==> config.mk <==
export PLATFORM = sky130hd
export DESIGN_NAME = csma_backoff_retry_controller_unit
export DESIGN_NICKNAME = d
export VERILOG_FILES = /design/src/rtl/core/csma_pkg.sv /design/src/rtl/core/csma_cfg_regs.sv /design/src/rtl/core/csma_step.sv /design/src/rtl/core/csma_backoff_retry_controller_unit.sv
export SDC_FILE = /design/constraint.sdc
export NUM_CORES = 1
export LEC_CHECK = 0
export BUFFER_PORTS_ARGS = -buffer_cell sky130_fd_sc_hd__buf_4
export CAP_MARGIN = 20
export CORE_MARGIN = 2
export CORE_UTILIZATION = 30
export CTS_CLUSTER_DIAMETER = 80
export DETAILED_ROUTE_END_ITERATION = 6
export PLACE_DENSITY = 0.57
export SYNTH_ARGS = -nofsm -noshare
export SYNTH_HDL_FRONTEND = slang
export SYNTH_HIERARCHICAL = 1
export SYNTH_SLANG_ARGS = --single-unit
==> constraint.sdc <==
create_clock -name clk -period 5 [get_ports clk]
set_input_delay 0.25 -clock clk [delete_from_list [all_inputs] [get_ports clk]]
set_output_delay 0.25 -clock clk [all_outputs]
set_load 0.02 [all_outputs]
==> src/rtl/core/csma_pkg.sv <==
// ============================================================================
// csma_pkg: shared types and codes for the CSMA/CA backoff retry controller
// Transaction payloads, configuration and state records, event/result codes.
// ============================================================================
package csma_pkg;

    // event codes
    localparam logic [1:0] CMD_ATTEMPT = 2'd0;
    localparam logic [1:0] CMD_SLOT    = 2'd1;
    localparam logic [1:0] CMD_ACK     = 2'd2;
    localparam logic [1:0] CMD_TIMEOUT = 2'd3;

    // access modes
    localparam logic [1:0] MODE_NONE       = 2'd0;
    localparam logic [1:0] MODE_CONTENTION = 2'd1;
    localparam logic [1:0] MODE_SCHEDULED  = 2'd2;

    // outcome codes
    localparam logic [2:0] OUT_NONE        = 3'd0;
    localparam logic [2:0] OUT_ACKED_FIRST = 3'd1;
    localparam logic [2:0] OUT_ACKED_RETRY = 3'd2;
    localparam logic [2:0] OUT_FAIL_NOACK  = 3'd3;
    localparam logic [2:0] OUT_FAIL_BUSY   = 3'd4;
    localparam logic [2:0] OUT_DROPPED     = 3'd5;

    // action codes
    localparam logic [2:0] ACT_IDLE        = 3'd0;
    localparam logic [2:0] ACT_SENSE_ONE   = 3'd1;
    localparam logic [2:0] ACT_SENSE_THREE = 3'd2;
    localparam logic [2:0] ACT_SEND_ACK    = 3'd3;
    localparam logic [2:0] ACT_SEND_NOACK  = 3'd4;

    // configuration register indexes
    localparam logic [1:0] REG_CW_MIN      = 2'd0;
    localparam logic [1:0] REG_CW_MAX      = 2'd1;
    localparam logic [1:0] REG_MAX_RETRIES = 2'd2;

    localparam logic [8:0] CW_MIN_RESET      = 9'd16;
    localparam logic [8:0] CW_MAX_RESET      = 9'd64;
    localparam logic [3:0] MAX_RETRIES_RESET = 4'd3;
    localparam logic [8:0] CW_LIMIT          = 9'd256;
    localparam logic [3:0] CNT_MAX           = 4'd15;

    typedef struct packed {
        logic [1:0]  cmd;
        logic [1:0]  access_mode;
        logic        channel_clear;
        logic        fits_in_period;
        logic        packet_available;
        logic        queued_needs_ack;
        logic [15:0] random_value;
    } evt_t;

    typedef struct packed {
        logic [2:0] outcome;
        logic [2:0] action;
        logic       take_packet;
        logic [8:0] backoff_left;
        logic [8:0] window_now;
    } res_t;

    typedef struct packed {
        logic [8:0] cw_min;
        logic [8:0] cw_max;
        logic [3:0] max_retries;
    } cfg_t;

    typedef struct packed {
        logic       holding;
        logic       held_ack;
        logic [3:0] send_cnt;
        logic [3:0] busy_cnt;
        logic [8:0] cw;
        logic       dphase;
        logic [8:0] backoff;
        logic       awaiting;
        logic       sensing;
    } state_t;

endpackage

==> src/rtl/core/csma_cfg_regs.sv <==
// ============================================================================
// csma_cfg_regs: configuration register file
// Decodes plain register writes into the window and retry limits.
// ============================================================================
module csma_cfg_regs (
    input  logic              clk,
    input  logic              rst_n,
    input  logic              cfg_we,
    input  logic [1:0]        cfg_index,
    input  logic [8:0]        cfg_data,
    output csma_pkg::cfg_t    cfg
);

    csma_pkg::cfg_t cfg_reg;
    csma_pkg::cfg_t cfg_next;

    always_comb
    begin
        cfg_next = cfg_reg;
        if (cfg_we)
        begin
            case (cfg_index)
                csma_pkg::REG_CW_MIN:      cfg_next.cw_min      = cfg_data;
                csma_pkg::REG_CW_MAX:      cfg_next.cw_max      = cfg_data;
                csma_pkg::REG_MAX_RETRIES: cfg_next.max_retries = cfg_data[3:0];
                default:                   cfg_next = cfg_reg; // unmapped index
            endcase
        end
    end

    always_ff @(posedge clk or negedge rst_n)
    begin
        if (!rst_n)
        begin
            cfg_reg.cw_min      <= csma_pkg::CW_MIN_RESET;
            cfg_reg.cw_max      <= csma_pkg::CW_MAX_RESET;
            cfg_reg.max_retries <= csma_pkg::MAX_RETRIES_RESET;
        end
        else
        begin
            cfg_reg <= cfg_next;
        end
    end

    assign cfg = cfg_reg;

endmodule

==> src/rtl/core/csma_step.sv <==
// ============================================================================
// csma_step: single-event state update
// Combinational next state and result for one event against the held state.
// ============================================================================
module csma_step (
    input  csma_pkg::state_t cur,
    input  csma_pkg::cfg_t   cfg,
    input  csma_pkg::evt_t   evt,
    output csma_pkg::state_t nxt,
    output csma_pkg::res_t   res
);

    typedef struct packed {
        csma_pkg::state_t s;
        logic [2:0]       outcome;
        logic [2:0]       action;
        logic             take;
    } work_t;

    function automatic logic [8:0] draw(input logic [8:0] cw, input logic [15:0] rnd);
        logic [8:0] m;
        logic [9:0] sum;
        m   = (cw == 9'd0) ? 9'd0 : (cw - 9'd1);
        sum = 10'd1 + {1'b0, rnd[8:0] & m};
        return sum[8:0];   // at most 511, so the low nine bits never wrap
    endfunction

    function automatic work_t release_pkt(input work_t w);
        work_t r;
        r = w;
        r.s.holding  = 1'b0;
        r.s.send_cnt = 4'd0;
        r.s.busy_cnt = 4'd0;
        return r;
    endfunction

    function automatic work_t send_now(input work_t w);
        work_t r;
        r = w;
        r.s.sensing = 1'b0;
        if (r.s.held_ack)
        begin
            r.s.awaiting = 1'b1;
            if (r.s.send_cnt != csma_pkg::CNT_MAX)
                r.s.send_cnt = r.s.send_cnt + 4'd1;
            r.action = csma_pkg::ACT_SEND_ACK;
        end
        else
        begin
            r        = release_pkt(r);
            r.action = csma_pkg::ACT_SEND_NOACK;
        end
        return r;
    endfunction

    function automatic work_t start_tx(input work_t w, input csma_pkg::evt_t e);
        work_t r;
        r = w;
        if (e.access_mode == csma_pkg::MODE_CONTENTION)
        begin
            if (r.s.backoff == 9'd0)
                r.s.backoff = draw(r.s.cw, e.random_value);
            r.s.sensing = 1'b1;
            r.action    = csma_pkg::ACT_SENSE_ONE;
        end
        else if (e.fits_in_period)
        begin
            r = send_now(r);
        end
        return r;
    endfunction

    function automatic work_t attempt(input work_t w, input csma_pkg::evt_t e,
                                      input csma_pkg::cfg_t c);
        work_t      r;
        logic [4:0] tries;
        r     = w;
        tries = {1'b0, r.s.send_cnt} + {1'b0, r.s.busy_cnt};
        if ((e.access_mode == csma_pkg::MODE_CONTENTION ||
             e.access_mode == csma_pkg::MODE_SCHEDULED) &&
            !r.s.awaiting && !r.s.sensing)
        begin
            if (r.s.holding && tries < {1'b0, c.max_retries})
            begin
                r = start_tx(r, e);
            end
            else
            begin
                if (r.s.holding)
                begin
                    r.outcome = (r.s.busy_cnt == c.max_retries) ?
                                csma_pkg::OUT_FAIL_BUSY : csma_pkg::OUT_DROPPED;
                    r = release_pkt(r);
                end
                if (e.packet_available)
                begin
                    r.s.holding  = 1'b1;
                    r.s.held_ack = e.queued_needs_ack;
                    r.s.send_cnt = 4'd0;
                    r.s.busy_cnt = 4'd0;
                    r.take       = 1'b1;
                    r = start_tx(r, e);
                end
            end
        end
        return r;
    endfunction

    work_t      w;
    logic       do_att;
    logic [4:0] tries;
    logic [9:0] dbl;

    always_comb
    begin
        w.s       = cur;
        w.outcome = csma_pkg::OUT_NONE;
        w.action  = csma_pkg::ACT_IDLE;
        w.take    = 1'b0;
        do_att    = 1'b0;
        tries     = {1'b0, cur.send_cnt} + {1'b0, cur.busy_cnt};
        dbl       = {cur.cw, 1'b0};

        case (evt.cmd)
            csma_pkg::CMD_ATTEMPT:
            begin
                do_att = 1'b1;
            end
            csma_pkg::CMD_SLOT:
            begin
                if (cur.sensing)
                begin
                    if (!cur.holding)
                    begin
                        w.s.sensing = 1'b0;
                    end
                    else if (!evt.fits_in_period)
                    begin
                        w.s.sensing = 1'b0;
                        if (cur.busy_cnt != csma_pkg::CNT_MAX)
                            w.s.busy_cnt = cur.busy_cnt + 4'd1;
                    end
                    else if (evt.channel_clear)
                    begin
                        if (cur.backoff != 9'd0)
                            w.s.backoff = cur.backoff - 9'd1;
                        if (w.s.backoff != 9'd0)
                            w.action = csma_pkg::ACT_SENSE_ONE;
                        else
                            w = send_now(w);
                    end
                    else
                    begin
                        w.action = csma_pkg::ACT_SENSE_THREE;
                    end
                end
            end
            csma_pkg::CMD_ACK:
            begin
                w.s.awaiting = 1'b0;
                if (cur.holding && cur.send_cnt != 4'd0)
                begin
                    w.outcome   = (cur.send_cnt == 4'd1) ?
                                  csma_pkg::OUT_ACKED_FIRST : csma_pkg::OUT_ACKED_RETRY;
                    w           = release_pkt(w);
                    w.s.sensing = 1'b0;
                    w.s.cw      = cfg.cw_min;
                    do_att      = 1'b1;
                end
            end
            csma_pkg::CMD_TIMEOUT:
            begin
                if (cur.awaiting)
                begin
                    w.s.awaiting = 1'b0;
                    w.s.dphase   = !cur.dphase;
                    if (!cur.dphase && cur.cw < cfg.cw_max && cur.cw < csma_pkg::CW_LIMIT)
                        w.s.cw = (dbl > {1'b0, csma_pkg::CW_LIMIT}) ?
                                 csma_pkg::CW_LIMIT : dbl[8:0];
                    if (tries == {1'b0, cfg.max_retries})
                    begin
                        w.outcome = csma_pkg::OUT_FAIL_NOACK;
                        w         = release_pkt(w);
                    end
                    do_att = 1'b1;
                end
            end
            default:
            begin
                do_att = 1'b0;
            end
        endcase

        if (do_att)
            w = attempt(w, evt, cfg);
    end

    assign nxt              = w.s;
    assign res.outcome      = w.outcome;
    assign res.action       = w.action;
    assign res.take_packet  = w.take;
    assign res.backoff_left = w.s.backoff;
    assign res.window_now   = w.s.cw;

endmodule

==> src/rtl/core/csma_backoff_retry_controller_unit.sv <==
// ============================================================================
// csma_backoff_retry_controller_unit: CSMA/CA transmit backoff and retry control
// Event-driven channel access for one held packet with window doubling.
// ============================================================================
// Usage:
//   Event channel (evt_valid / evt_stall / evt): one transaction per MAC
//   event - attempt request, carrier-sense slot result, ACK or ACK timeout.
//   Result channel (res_valid / res_stall / res): exactly one transaction
//   per event, in order, carrying outcome, action, take_packet, the backoff
//   slots left and the current contention window.
//   Config port (cfg_we / cfg_index / cfg_data): 0 cw_min, 1 cw_max,
//   2 max_retries; write only while no event is in flight.
// Pipeline and throughput:
//   The event is registered in the event register, then passes through the
//   single-pass state update into the result register. One event per cycle
//   sustained while res_stall is low; the state update logic is the only loop.
// Reset:
//   rst_n clears both stages, drops any held packet and loads the window
//   with 16, cw_min 16, cw_max 64, max_retries 3.
// Stall:
//   While res_stall holds a pending result, one more event is accepted into
//   the event register; then evt_stall rises until the result is taken.
// ============================================================================
module csma_backoff_retry_controller_unit (
    input  logic              clk,
    input  logic              rst_n,
    input  logic              evt_valid,
    output logic              evt_stall,
    input  csma_pkg::evt_t    evt,
    output logic              res_valid,
    input  logic              res_stall,
    output csma_pkg::res_t    res,
    input  logic              cfg_we,
    input  logic [1:0]        cfg_index,
    input  logic [8:0]        cfg_data
);

    csma_pkg::cfg_t   cfg;
    csma_pkg::state_t state_reg;
    csma_pkg::state_t state_next;
    csma_pkg::evt_t   evt_data_reg;
    csma_pkg::res_t   res_data_reg;
    csma_pkg::res_t   res_data_next;
    logic             evt_valid_reg;
    logic             evt_valid_next;
    logic             res_valid_reg;
    logic             res_valid_next;
    logic             advance;
    logic             evt_take;

    csma_cfg_regs u_cfg (
        .clk       (clk),
        .rst_n     (rst_n),
        .cfg_we    (cfg_we),
        .cfg_index (cfg_index),
        .cfg_data  (cfg_data),
        .cfg       (cfg)
    );

    csma_step u_step (
        .cur (state_reg),
        .cfg (cfg),
        .evt (evt_data_reg),
        .nxt (state_next),
        .res (res_data_next)
    );

    // The event stage moves into the result stage whenever the result
    // register is empty or being drained this cycle.
    assign advance        = evt_valid_reg && (!res_valid_reg || !res_stall);
    assign evt_stall      = evt_valid_reg && !advance;
    assign evt_take       = evt_valid && !evt_stall;
    assign evt_valid_next = evt_take || (evt_valid_reg && !advance);
    assign res_valid_next = advance || (res_valid_reg && res_stall);

    always_ff @(posedge clk or negedge rst_n)
    begin
        if (!rst_n)
        begin
            evt_valid_reg <= 1'b0;
            res_valid_reg <= 1'b0;
            // all state cleared, window at the reset cw_min
            state_reg     <= {1'b0, 1'b0, 4'd0, 4'd0, csma_pkg::CW_MIN_RESET,
                              1'b0, 9'd0, 1'b0, 1'b0};
        end
        else
        begin
            evt_valid_reg <= evt_valid_next;
            res_valid_reg <= res_valid_next;
            if (advance)
                state_reg <= state_next;
        end
    end

    // payload registers
    always_ff @(posedge clk)
    begin
        if (evt_take)
            evt_data_reg <= evt;
        if (advance)
            res_data_reg <= res_data_next;
    end

    assign res_valid = res_valid_reg;
    assign res       = res_data_reg;

endmodule

After elaboration in Yosys (flattened, before gate mapping). Index checks and enable logic that the tools add are counted.

Register bits: 97. Bits of input ports: 40. Output and inout port bits: 27. Logic and storage cells: 163.

$add $sub $neg: 10. Magnitude comparators: 4. Eq/ne operators: 13. Multiplexer cells: 75. Bitwise gates (word level): 2. Reductions and logical operators: 33.

Operators by type and width (count): 38-bit two-way mux (13); 9-bit two-way mux (14); 38-bit one-hot mux with 3 select lines (1); 34-bit two-way mux (2); 20-bit two-way mux (3); 23-bit two-way mux (2); 9-bit logical NOT (4); 36-bit two-way mux (1); 30-bit two-way mux (1); 3-bit two-way mux (9); 9-bit by 1-bit subtractor with 9-bit output (second input constant) (3); 4-bit two-way mux (6); 1-bit by 9-bit adder with 9-bit output (first input constant) (2); 9-bit AND (2); 9-bit nonzero test (2); 1-bit two-way mux (15); 7-bit two-way mux (2); 4-bit by 1-bit adder with 4-bit output (second input constant) (3); 4-bit != test (second input constant) (3); 4-bit by 4-bit adder with 5-bit output (2); 10-bit by 9-bit greater-than comparator with 1-bit output (second input constant) (1); 1-bit logical AND (10); 9-bit less-than comparator (1); 9-bit less-than comparator (second input constant) (1); other kinds (14) (34).

Logic depth before layout (Yosys ltp). Gate-level depths: netlist (run 1).

Depth after elaboration: 30. Depth in mapped cells: 25. Gate-level depth less buffers: 24.

By module. The synthesis (run 1) kept the hierarchy.

By module, submodules not included: csma_step (times used 1, cells an instance 450, area an instance 2980.4 um^2, seq. area each 0.0 um^2); csma_backoff_retry_controller_unit (times used 1, cells an instance 122, area an instance 2728.9 um^2, seq. area each 2298.5 um^2); csma_cfg_regs (times used 1, cells an instance 48, area an instance 854.6 um^2, seq. area each 555.5 um^2).

Worst setup path before layout (run 1). No wires, ideal clock.

Path type: reg-to-reg. From: register state_reg[25] (netlist name). To: register state_reg[29] (netlist name). Library setup time: 0.125 ns. Arrival time: 4.939 ns. Required time: 4.875 ns. Setup slack: -0.063 ns. Stages on the path, launching flop included: 24. Path buffers: 0. Clock period less this slack: 5.063 ns. Cells stage by stage: dfrtp_1 > ha_1 > fa_1 > xor2_1 > a2111oi_0 > o2111ai_1 > a32o_1 > o21ai_0 > o31ai_1 > ha_1 > ha_1 > inv_1 > o311ai_1 > xor2_1 > ha_1 > nor2b_1 > o21ai_0 > nand2_1 > a31oi_1 > and2_1 > nand2b_1 > nor2_1 > mux2_2 > mux2_2.

RTL lines: start, declared (line csma_backoff_retry_controller_unit.sv:39) `csma_pkg::state_t state_reg;`; start signal, assigned (line csma_backoff_retry_controller_unit.sv:83) `state_reg <= {1'b0, 1'b0, 4'd0, 4'd0, csma_pkg::CW_MIN_RESET,`; start signal, assigned (line csma_backoff_retry_controller_unit.sv:91) `state_reg <= state_next;`.

==> results of run 1 <==
critical path: cells and delay by family (launching register included):
kind            cells  cell delay (ns)
buf+inv             2             0.18
xor+xnor            2             0.34
simple gates        5             0.56
compound gates      8             1.44
flops               1             0.42
mux                 2             0.52
fa+ha+maj           5             1.27
stage by stage:
| stage | TNS, ns | hold WS (ns) | setup slack, ns | instance area [um2] | util, % |
|---|---|---|---|---|---|
| after floorplan | 0 | -0.0456 | 0.00364 | 6430 | - |
| after global placement | -0.419 | 0.362 | -0.107 | 7340 | 35.1 |
| after detailed placement | -1.40 | 0.360 | -0.203 | 7340 | 35.1 |
| after CTS | 0 | 0.0466 | 0.0654 | 7650 | 36.6 |
| after global routing | -0.832 | 0.0424 | -0.160 | 7890 | 37.8 |
| final | 0 | 0.0636 | 0.118 | 7890 | 37.8 |
cell type report:
type / instances / area (um2)
Clock buffer: 11 / 243
Clock inverter: 5 / 38.8
Fill cell: 2090 / 13000
Inverter: 32 / 120
Multi-Input combinational cell: 451 / 3620
Sequential cell: 97 / 2650
Tap cell: 275 / 344
Timing Repair Buffer: 114 / 873
power breakdown:
group          switching [mW]  internal [mW]  total, mW
Clock                   0.311          0.354      0.664
Sequential              0.139           1.02       1.16
Combinational           0.777          0.618       1.39
Total                    1.23           1.99       3.21
layer usage:
layer | vias to the layer above | global-route usage, % | wire (um)
li1 | 2444 | - | -
met1 | 2499 | 20.2 | 7700
met2 | 124 | 23.9 | 7990
met3 | 10 | 3.26 | 760
met4 | 0 | 4.29 | 167
met5 | - | 0 | 0
repair_timing:
action | in CTS | in global routing
setup buffers | 0 | 7
pin swaps | 3 | 13
endpoints found under the hold margin | 50 | 0
cloned | 0 | 0
endpoints found under the setup margin | 18 | 25
resized for setup | 5 | 46
hold buffers | 1 | 0
how the worst min path moves through the flow:
stage | slack [ns] | startpoint | to
after floorplan | -0.05 | rst_n | evt_valid_reg
after global placement | 0.36 | rst_n | evt_valid_reg
after detailed placement | 0.36 | rst_n | evt_valid_reg
after CTS | 0.05 | evt[6] | evt_data_reg[6]
after global routing | 0.04 | evt[4] | evt_data_reg[4]
final | 0.06 | evt[6] | evt_data_reg[6]
==> impl_metrics.yaml, run 1 <==
status:
  outcome: "finished clean"
drt:
  ant_nets: 0
  vias: 5077
  wirelength_mm: 16.6
  drtIter0Drc: 374
  firstDrtPassIters: 5
  wl_per_cell_um: 16.9
  drc: 0
  routed_via_density: 5.15
logic_synthesis:
  avgSynthCellArea_um2: 10.4
  syn_inst: 613
  syn_nets: 684
  syn_area_mm2: 0.00635
  ys_warn_count: 6
run:
  maxCapViolations: 0
clock_tree:
  cts-buffers-inserted: 9
  clock_latency_ns: 0.36
  clock-sinks: 97
  clock-root-buffer: "clkbuf_16"
  clk_path_buf_depth: 2
  htree_num_levels: 3
  cts_tree: "yes"
  cts.clk_slew.worst_paths_ns: 0.07
sta:
  hold_viol_final: 0
  maxSlewHeadroom_pct: 37.8
  fin_crit_ns: 4.88
  setup_violations: 0
  grt_setup_unrepaired: "true"
  worstMarginPinSlew_ns: 0.923
  maxSlewViolCount: 0
  fin_skew_ns: 0.00715
  finalCritPeriodShare_pct: 97.6
  max_freq_ghz: 0.205
power_and_ir_drop:
  power_density_mw_per_mm2: 408
  p_leak_nw: 3.42
  finalPower_mw: 3.21
  peakVddDrop_uv: 174
global_routing:
  grt_max_degree: 57
  grt_use_total_pct: 14.9
  grt_antenna_before_repair: 0
  grt_overflow: 0
  grt_pass1_wl_mm: 25.8
  grt_pass1_vias: 4801
worst_setup_path:
  endpoint_kind: "flop"
  cp_max_fo: 4
  critical_path_class: "reg2reg"
  crit_path_top_delay_cell: "fa_1"
  cp_slowest_stage_delay_ns: 0.46
  r2r-start: "state_reg[25]"
  cp.required_ns: 5.24
  critPathLaunch: "state_reg[25]"
  crit_chain: "ha_4 > fa_1 > xor2_1 > a2111oi_2 > o2111ai_2 > a32o_2 > o21ai_2 > o31ai_4 > ha_2 > ha_4 > inv_2 > o311ai_4 > xor2_1 > ha_1 > nor2b_1 > o21ai_1 > nand2_2 > buf_6 > a31oi_4 > and2_4 > nand2b_4 > nor2_2 > mux2_2 > mux2_2"
  crit_end: "state_reg[29]"
  cp.arrival_ns: 5.12
  worst_r2r_path_depth: 24
  reg2reg_to: "state_reg[29]"
  critPathLaunchType: "flop"
  regToRegSetupSlack_ns: 0.12
place:
  hpwl_mm: 12.3
  portBuffers: 59
  gp_congestion: 0.877
  placed_cells: 962
floorplanning:
  dieWidth_um: 150
  dieArea_mm2: 0.0224
  placementRows: 53
  initial_utilization_pct: 30.4
  chipHeight_um: 150
  coreArea_mm2: 0.0209
  io_pins: 67
worst_hold_path:
  holdPathStages: 1
  hp-class: "in2reg"
finish:
  largest_register_ffs: 31
  nNetsFinal: 776
  fin_cells: 985
  final_cell_mix: "109 x buf_4, 51 x mux2_2, 49 x dfrtp_1"
  diodes: 0
  area_growth_pct: 24.1
  drive_gt1_share_pct: 35.9
  final_common_cell: "buf_4"
Power figures use the tool's default switching activity.
==> run 2, diff against run 1 <==
--- a/config.mk
+++ b/config.mk
@@ -12,6 +12,7 @@
 export CTS_CLUSTER_DIAMETER = 80
 export DETAILED_ROUTE_END_ITERATION = 6
 export PLACE_DENSITY = 0.57
+export SETUP_SLACK_MARGIN = 0.3
 export SYNTH_ARGS = -nofsm -noshare
 export SYNTH_HDL_FRONTEND = slang
 export SYNTH_HIERARCHICAL = 1
==> run 2 against run 1 <==
Effect of this change: die area stayed put; global-route usage is 0.30 points lower; first-iteration DRC count is 16% lower; cell count is 0.41% lower; largest cell class unchanged; sequential power hardly changed.
==> impl_metrics.yaml, run 2 (synthesized netlist as in run 1, its figures left out) <==
floorplanning:
  initial_utilization_pct: 30.4
  chipHeight_um: 150
  placementRows: 53
  io_pins: 67
  dieArea_mm2: 0.0224
  coreArea_mm2: 0.0209
  dieWidth_um: 150
power_and_ir_drop:
  peakVddDrop_uv: 181
  power_density_mw_per_mm2: 407
  finalPower_mw: 3.21
  p_leak_nw: 3.41
clock_tree:
  cts-buffers-inserted: 9
  clock_latency_ns: 0.36
  cts_tree: "yes"
  cts.clk_slew.worst_paths_ns: 0.07
  clock-sinks: 97
  htree_num_levels: 3
  clock-root-buffer: "clkbuf_16"
  clk_path_buf_depth: 2
finish:
  final_cell_mix: "106 x buf_4, 49 x mux2_2, 49 x dfrtp_1"
  n_fill_cell: 2100
  final_common_cell: "buf_4"
  largest_register_ffs: 31
  area_growth_pct: 24.2
  nNetsFinal: 772
  fin_area_mm2: 0.00789
  diodes: 0
  drive_gt1_share_pct: 35.7
worst_setup_path:
  cp_max_fo: 5
  critPathLaunchType: "flop"
  endpoint_kind: "flop"
  r2r-start: "state_reg[25]"
  cp.arrival_ns: 5.10
  worst_r2r_path_depth: 25
  regToRegSetupSlack_ns: 0.20
  critical_path_class: "reg2reg"
  cp.required_ns: 5.30
  reg2reg_to: "state_reg[5]"
place:
  portBuffers: 59
  gp_congestion: 0.886
  placed_cell_area_mm2: 0.00734
  hpwl_mm: 12.3
sta:
  finalCritPeriodShare_pct: 96.0
  hold_viol_final: 0
  maxSlewHeadroom_pct: 35.8
  setup_violations: 0
  max_freq_ghz: 0.208
  worstMarginPinSlew_ns: 0.963
  maxSlewViolCount: 0
  fin_skew_ns: 0.00992
  grt_setup_unrepaired: "true"
  fin_crit_ns: 4.80
drt:
  wirelength_mm: 16.2
  routed_via_density: 5.06
  drtIter0Drc: 314
  ant_nets: 0
  drc: 0
  vias: 4967
  wl_per_cell_um: 16.5
  firstDrtPassIters: 5
run:
  maxCapViolations: 0
global_routing:
  grt_max_degree: 56
  grt_antenna_before_repair: 0
  grt_overflow: 0
  grt_use_total_pct: 14.6
  grt_pass1_wl_mm: 25.3
  grt_pass1_vias: 4673
worst_hold_path:
  hp-class: "in2reg"
  holdPathStages: 1
  holdPathEnd: "evt_data_reg[4]"
  hp-start: "evt[4]"
status:
  outcome: "finished clean"
-- run 2: how the worst max path moves through the flow --
stage	from	to	slack, ns	cells past startpoint
floorplan	state_reg[25]	state_reg[29]	0.006	23
global placement	state_reg[25]	state_reg[29]	-0.01	24
detailed placement	state_reg[25]	state_reg[29]	-0.09	24
CTS	state_reg[25]	state_reg[29]	0.20	24
global route	state_reg[25]	state_reg[6]	-0.006	25
finish	state_reg[25]	state_reg[5]	0.20	25
-- run 2: final cells by class --
class,instances,area [um2],area share [%]
tap,275,344,4.36
sequential,97,2650,33.5
clock inverter,5,40.0,0.507
multi-input combinational,451,3670,46.5
inverter,32,120,1.52
timing repair buffer,110,840,10.6
clock buffer,11,233,2.95
-- run 2: worst max-delay path: stages, from the launching register on --
cell	delay [ns]
dfrtp_2	0.42
ha_4	0.17
fa_1	0.46
xor2_1	0.16
a2111oi_2	0.22
o2111ai_1	0.16
buf_4	0.18
a32o_2	0.26
o21ai_2	0.15
o31ai_4	0.10
ha_2	0.20
ha_4	0.15
inv_2	0.06
o311ai_4	0.09
xor2_1	0.17
ha_1	0.28
nor2b_4	0.13
o21ai_2	0.14
nand2_2	0.10
buf_4	0.16
a21oi_4	0.13
and3_4	0.20
nand3_2	0.09
or2_4	0.26
o21ai_2	0.13
mux2_2	0.16
-- run 2: through the flow --
stage          std cells  setup WS (ns)  hold WS [ns]  utilization (%)  setup TNS, ns
2_1_floorplan        613        0.00555       -0.0456                -              0
3_3_place_gp         958        -0.0104         0.365             35.1        -0.0104
3_5_place_dp         958        -0.0940         0.359             35.1         -0.321
4_1_cts              978          0.203        0.0465             36.9              0
5_1_grt              981       -0.00646        0.0486             37.8        -0.0157
6_report             981          0.199        0.0633             37.8              0
-- run 2: where the power goes --
part	internal [mW]	switching [mW]
sequential	1.02	0.150
clock	0.342	0.312
combinational	0.617	0.776
-- run 2: timing repair --
action,CTS,global route
setup buffers,3,3
hold buffers,1,0
hold endpoints to repair,50,0
endpoints found under the setup margin,35,34
pin swaps,12,9
cloned,0,0
gates resized for setup,15,40
-- run 2: routing by layer --
metal	vias up	GRT usage, %	wire, um
met4	0	3.86	182
met5	-	0	0
met2	92	23.5	7680
met3	17	2.87	627
met1	2410	20.2	7700
li1	2448	-	-
==> run 3, diff against run 2 <==
--- a/config.mk
+++ b/config.mk
@@ -8,10 +8,10 @@
 export BUFFER_PORTS_ARGS = -buffer_cell sky130_fd_sc_hd__buf_4
 export CAP_MARGIN = 20
 export CORE_MARGIN = 2
-export CORE_UTILIZATION = 30
+export CORE_UTILIZATION = 54
 export CTS_CLUSTER_DIAMETER = 80
 export DETAILED_ROUTE_END_ITERATION = 6
-export PLACE_DENSITY = 0.57
+export PLACE_DENSITY = 0.86
 export SETUP_SLACK_MARGIN = 0.3
 export SYNTH_ARGS = -nofsm -noshare
 export SYNTH_HDL_FRONTEND = slang
==> run 3 against run 2 <==
Effect of this change: core utilization is 30 points higher; sequential share of layout area grew 0.71 points; power increased by 1.2%; sequential cell count stayed put; worst hold slack improved by 0.0073 ns; die area fell by 43%; global-route usage is 11 points higher; setup slack got worse by 0.12 ns; clock power rose by 9.8%; critical path type unchanged; critical endpoint is now state_reg[29]; highest routed layer unchanged.
==> impl_metrics.yaml, run 3 (synthesized netlist as in run 1, its figures left out) <==
status:
  outcome: "finished clean"
finish:
  area_growth_pct: 21.7
  fin_cells: 844
  fin_area_mm2: 0.00773
  final_cell_mix: "103 x buf_4, 52 x mux2_2, 48 x dfrtp_1"
  drive_gt1_share_pct: 36.1
  final_common_cell: "buf_4"
  nNetsFinal: 767
  diodes: 0
  largest_register_ffs: 31
sta:
  hold_ws_ns: 0.0706
  grt_setup_unrepaired: "true"
  maxSlewViolCount: 0
  finalCritPeriodShare_pct: 98.5
  worstMarginPinSlew_ns: 0.958
  max_freq_ghz: 0.203
  hold_viol_final: 0
  fin_crit_ns: 4.93
  fin_ws_ns: 0.0749
  fin_skew_ns: 0.00928
  maxSlewHeadroom_pct: 35.5
  setup_violations: 0
clock_tree:
  htree_num_levels: 3
  clock_latency_ns: 0.35
  clk_path_buf_depth: 2
  clock-root-buffer: "clkbuf_16"
  cts.clk_slew.worst_paths_ns: 0.07
  cts_tree: "yes"
  cts-buffers-inserted: 9
  clock-sinks: 97
worst_setup_path:
  cp_slowest_stage_delay_ns: 0.47
  critical_path_class: "reg2reg"
  critPathLaunchType: "flop"
  cp_top_family: "compound AO/OA/AOI/OAI gates"
  cp_max_fo: 4
  crit_chain: "ha_4 > fa_1 > xor2_1 > a2111oi_2 > o2111ai_2 > a32o_2 > nor2_2 > o22a_1 > xor2_2 > ha_4 > inv_2 > o311ai_4 > xor2_2 > ha_1 > nor2b_4 > o21ai_2 > nand2_2 > a31oi_4 > and2_4 > nand2b_4 > nor2_4 > mux2_2 > mux2_2"
  cp.required_ns: 5.23
  crit_buf_inv: 1
  crit_path_top_delay_cell: "fa_1"
  cp.arrival_ns: 5.15
  endpoint_kind: "flop"
place:
  gp_congestion: 0.942
  hpwl_mm: 11.7
  portBuffers: 59
  post-place-ws_ns: -0.182
  placed_cell_area_mm2: 0.00706
  placed_cells: 811
power_and_ir_drop:
  p_leak_nw: 3.40
  power_density_mw_per_mm2: 420
  peakVddDrop_uv: 295
  finalPower_mw: 3.25
floorplanning:
  chipHeight_um: 112
  initial_utilization_pct: 55.4
  placementRows: 39
  dieWidth_um: 112
  coreArea_mm2: 0.0115
  io_pins: 67
  dieArea_mm2: 0.0126
worst_hold_path:
  hp-class: "in2reg"
global_routing:
  grt_antenna_before_repair: 0
  grt_overflow: 0
  grt_use_total_pct: 25.7
  grt_max_degree: 57
  grt_pass1_vias: 5375
  grt_pass1_wl_mm: 26.1
drt:
  drc: 0
  drtIter0Drc: 395
  vias: 5425
  firstDrtPassIters: 6
  wirelength_mm: 16.4
  routed_via_density: 6.43
  wl_per_cell_um: 19.5
  ant_nets: 0
run:
  maxCapViolations: 0
-- run 3: cell types whose count changed in the layout (fill, tap and decap cells not counted), moves of 2 or more --
cell,previous run,this run
clkinv_4,0,2
mux2_2,49,52
o21ai_0,14,16
clkbuf_1,2,0
buf_6,3,1
mux2_4,6,3
buf_4,106,103
nand3_1,15,13
o21ai_4,4,1
-- run 3: path summary, 6_finish.rpt --
kind	start	endpoint	slack (ns)	cells after the start
setup / recovery	state_reg[25]	state_reg[29]	0.07	23
hold / removal	evt[4]	evt_data_reg[4]	0.07	1
setup reg to reg	state_reg[25]	state_reg[29]	0.07	23
hold reg to reg	evt_valid_reg	res_valid	0.50	1
max in group asynchronous	rst_n	state_reg[2]	3.98	2
min in group asynchronous	rst_n	state_reg[18]	0.48	2
-- run 3: timing repair --
action / 4_1_cts / 5_1_grt
hold buffers: 1 / 0
setup buffers: 6 / 10
gates resized for setup: 21 / 30
endpoints found under the setup margin: 35 / 36
hold endpoints to repair: 50 / 0
pin swaps: 11 / 8
-- run 3: final cells by class --
type | count | area [um2]
clock buffers | 9 | 225
clock inverters | 7 | 88.8
fillers | 801 | 3730
inverters | 32 | 120
multi-input cells | 451 | 3680
flip-flops and latches | 97 | 2650
well taps | 143 | 179
repair buffers | 105 | 795
-- run 3: metrics by stage --
step,setup TNS (ns),util (%)
2_1_floorplan,0,-
3_3_place_gp,0,61.6
3_5_place_dp,-1.22,61.6
4_1_cts,0,65.6
5_1_grt,-0.188,67.4
6_report,0,67.4
-- run 3: where the power goes --
group	internal, mW	switching, mW	leakage [nW]
Combinational	0.568	0.780	2.17
Sequential	1.02	0.168	1.08
Clock	0.397	0.321	0.149
Total	1.98	1.27	3.40
-- run 3: routing by layer --
| metal | wire [um] | share of wire, % | up-vias | track usage, % |
|---|---|---|---|---|
| li1 | - | - | 2426 | - |
| met1 | 6250 | 38 | 2635 | 31.3 |
| met2 | 8160 | 50 | 298 | 43.6 |
| met3 | 1430 | 8.7 | 66 | 6.37 |
| met4 | 582 | 3.5 | 0 | 10.9 |
| met5 | 0 | 0 | - | 0 |
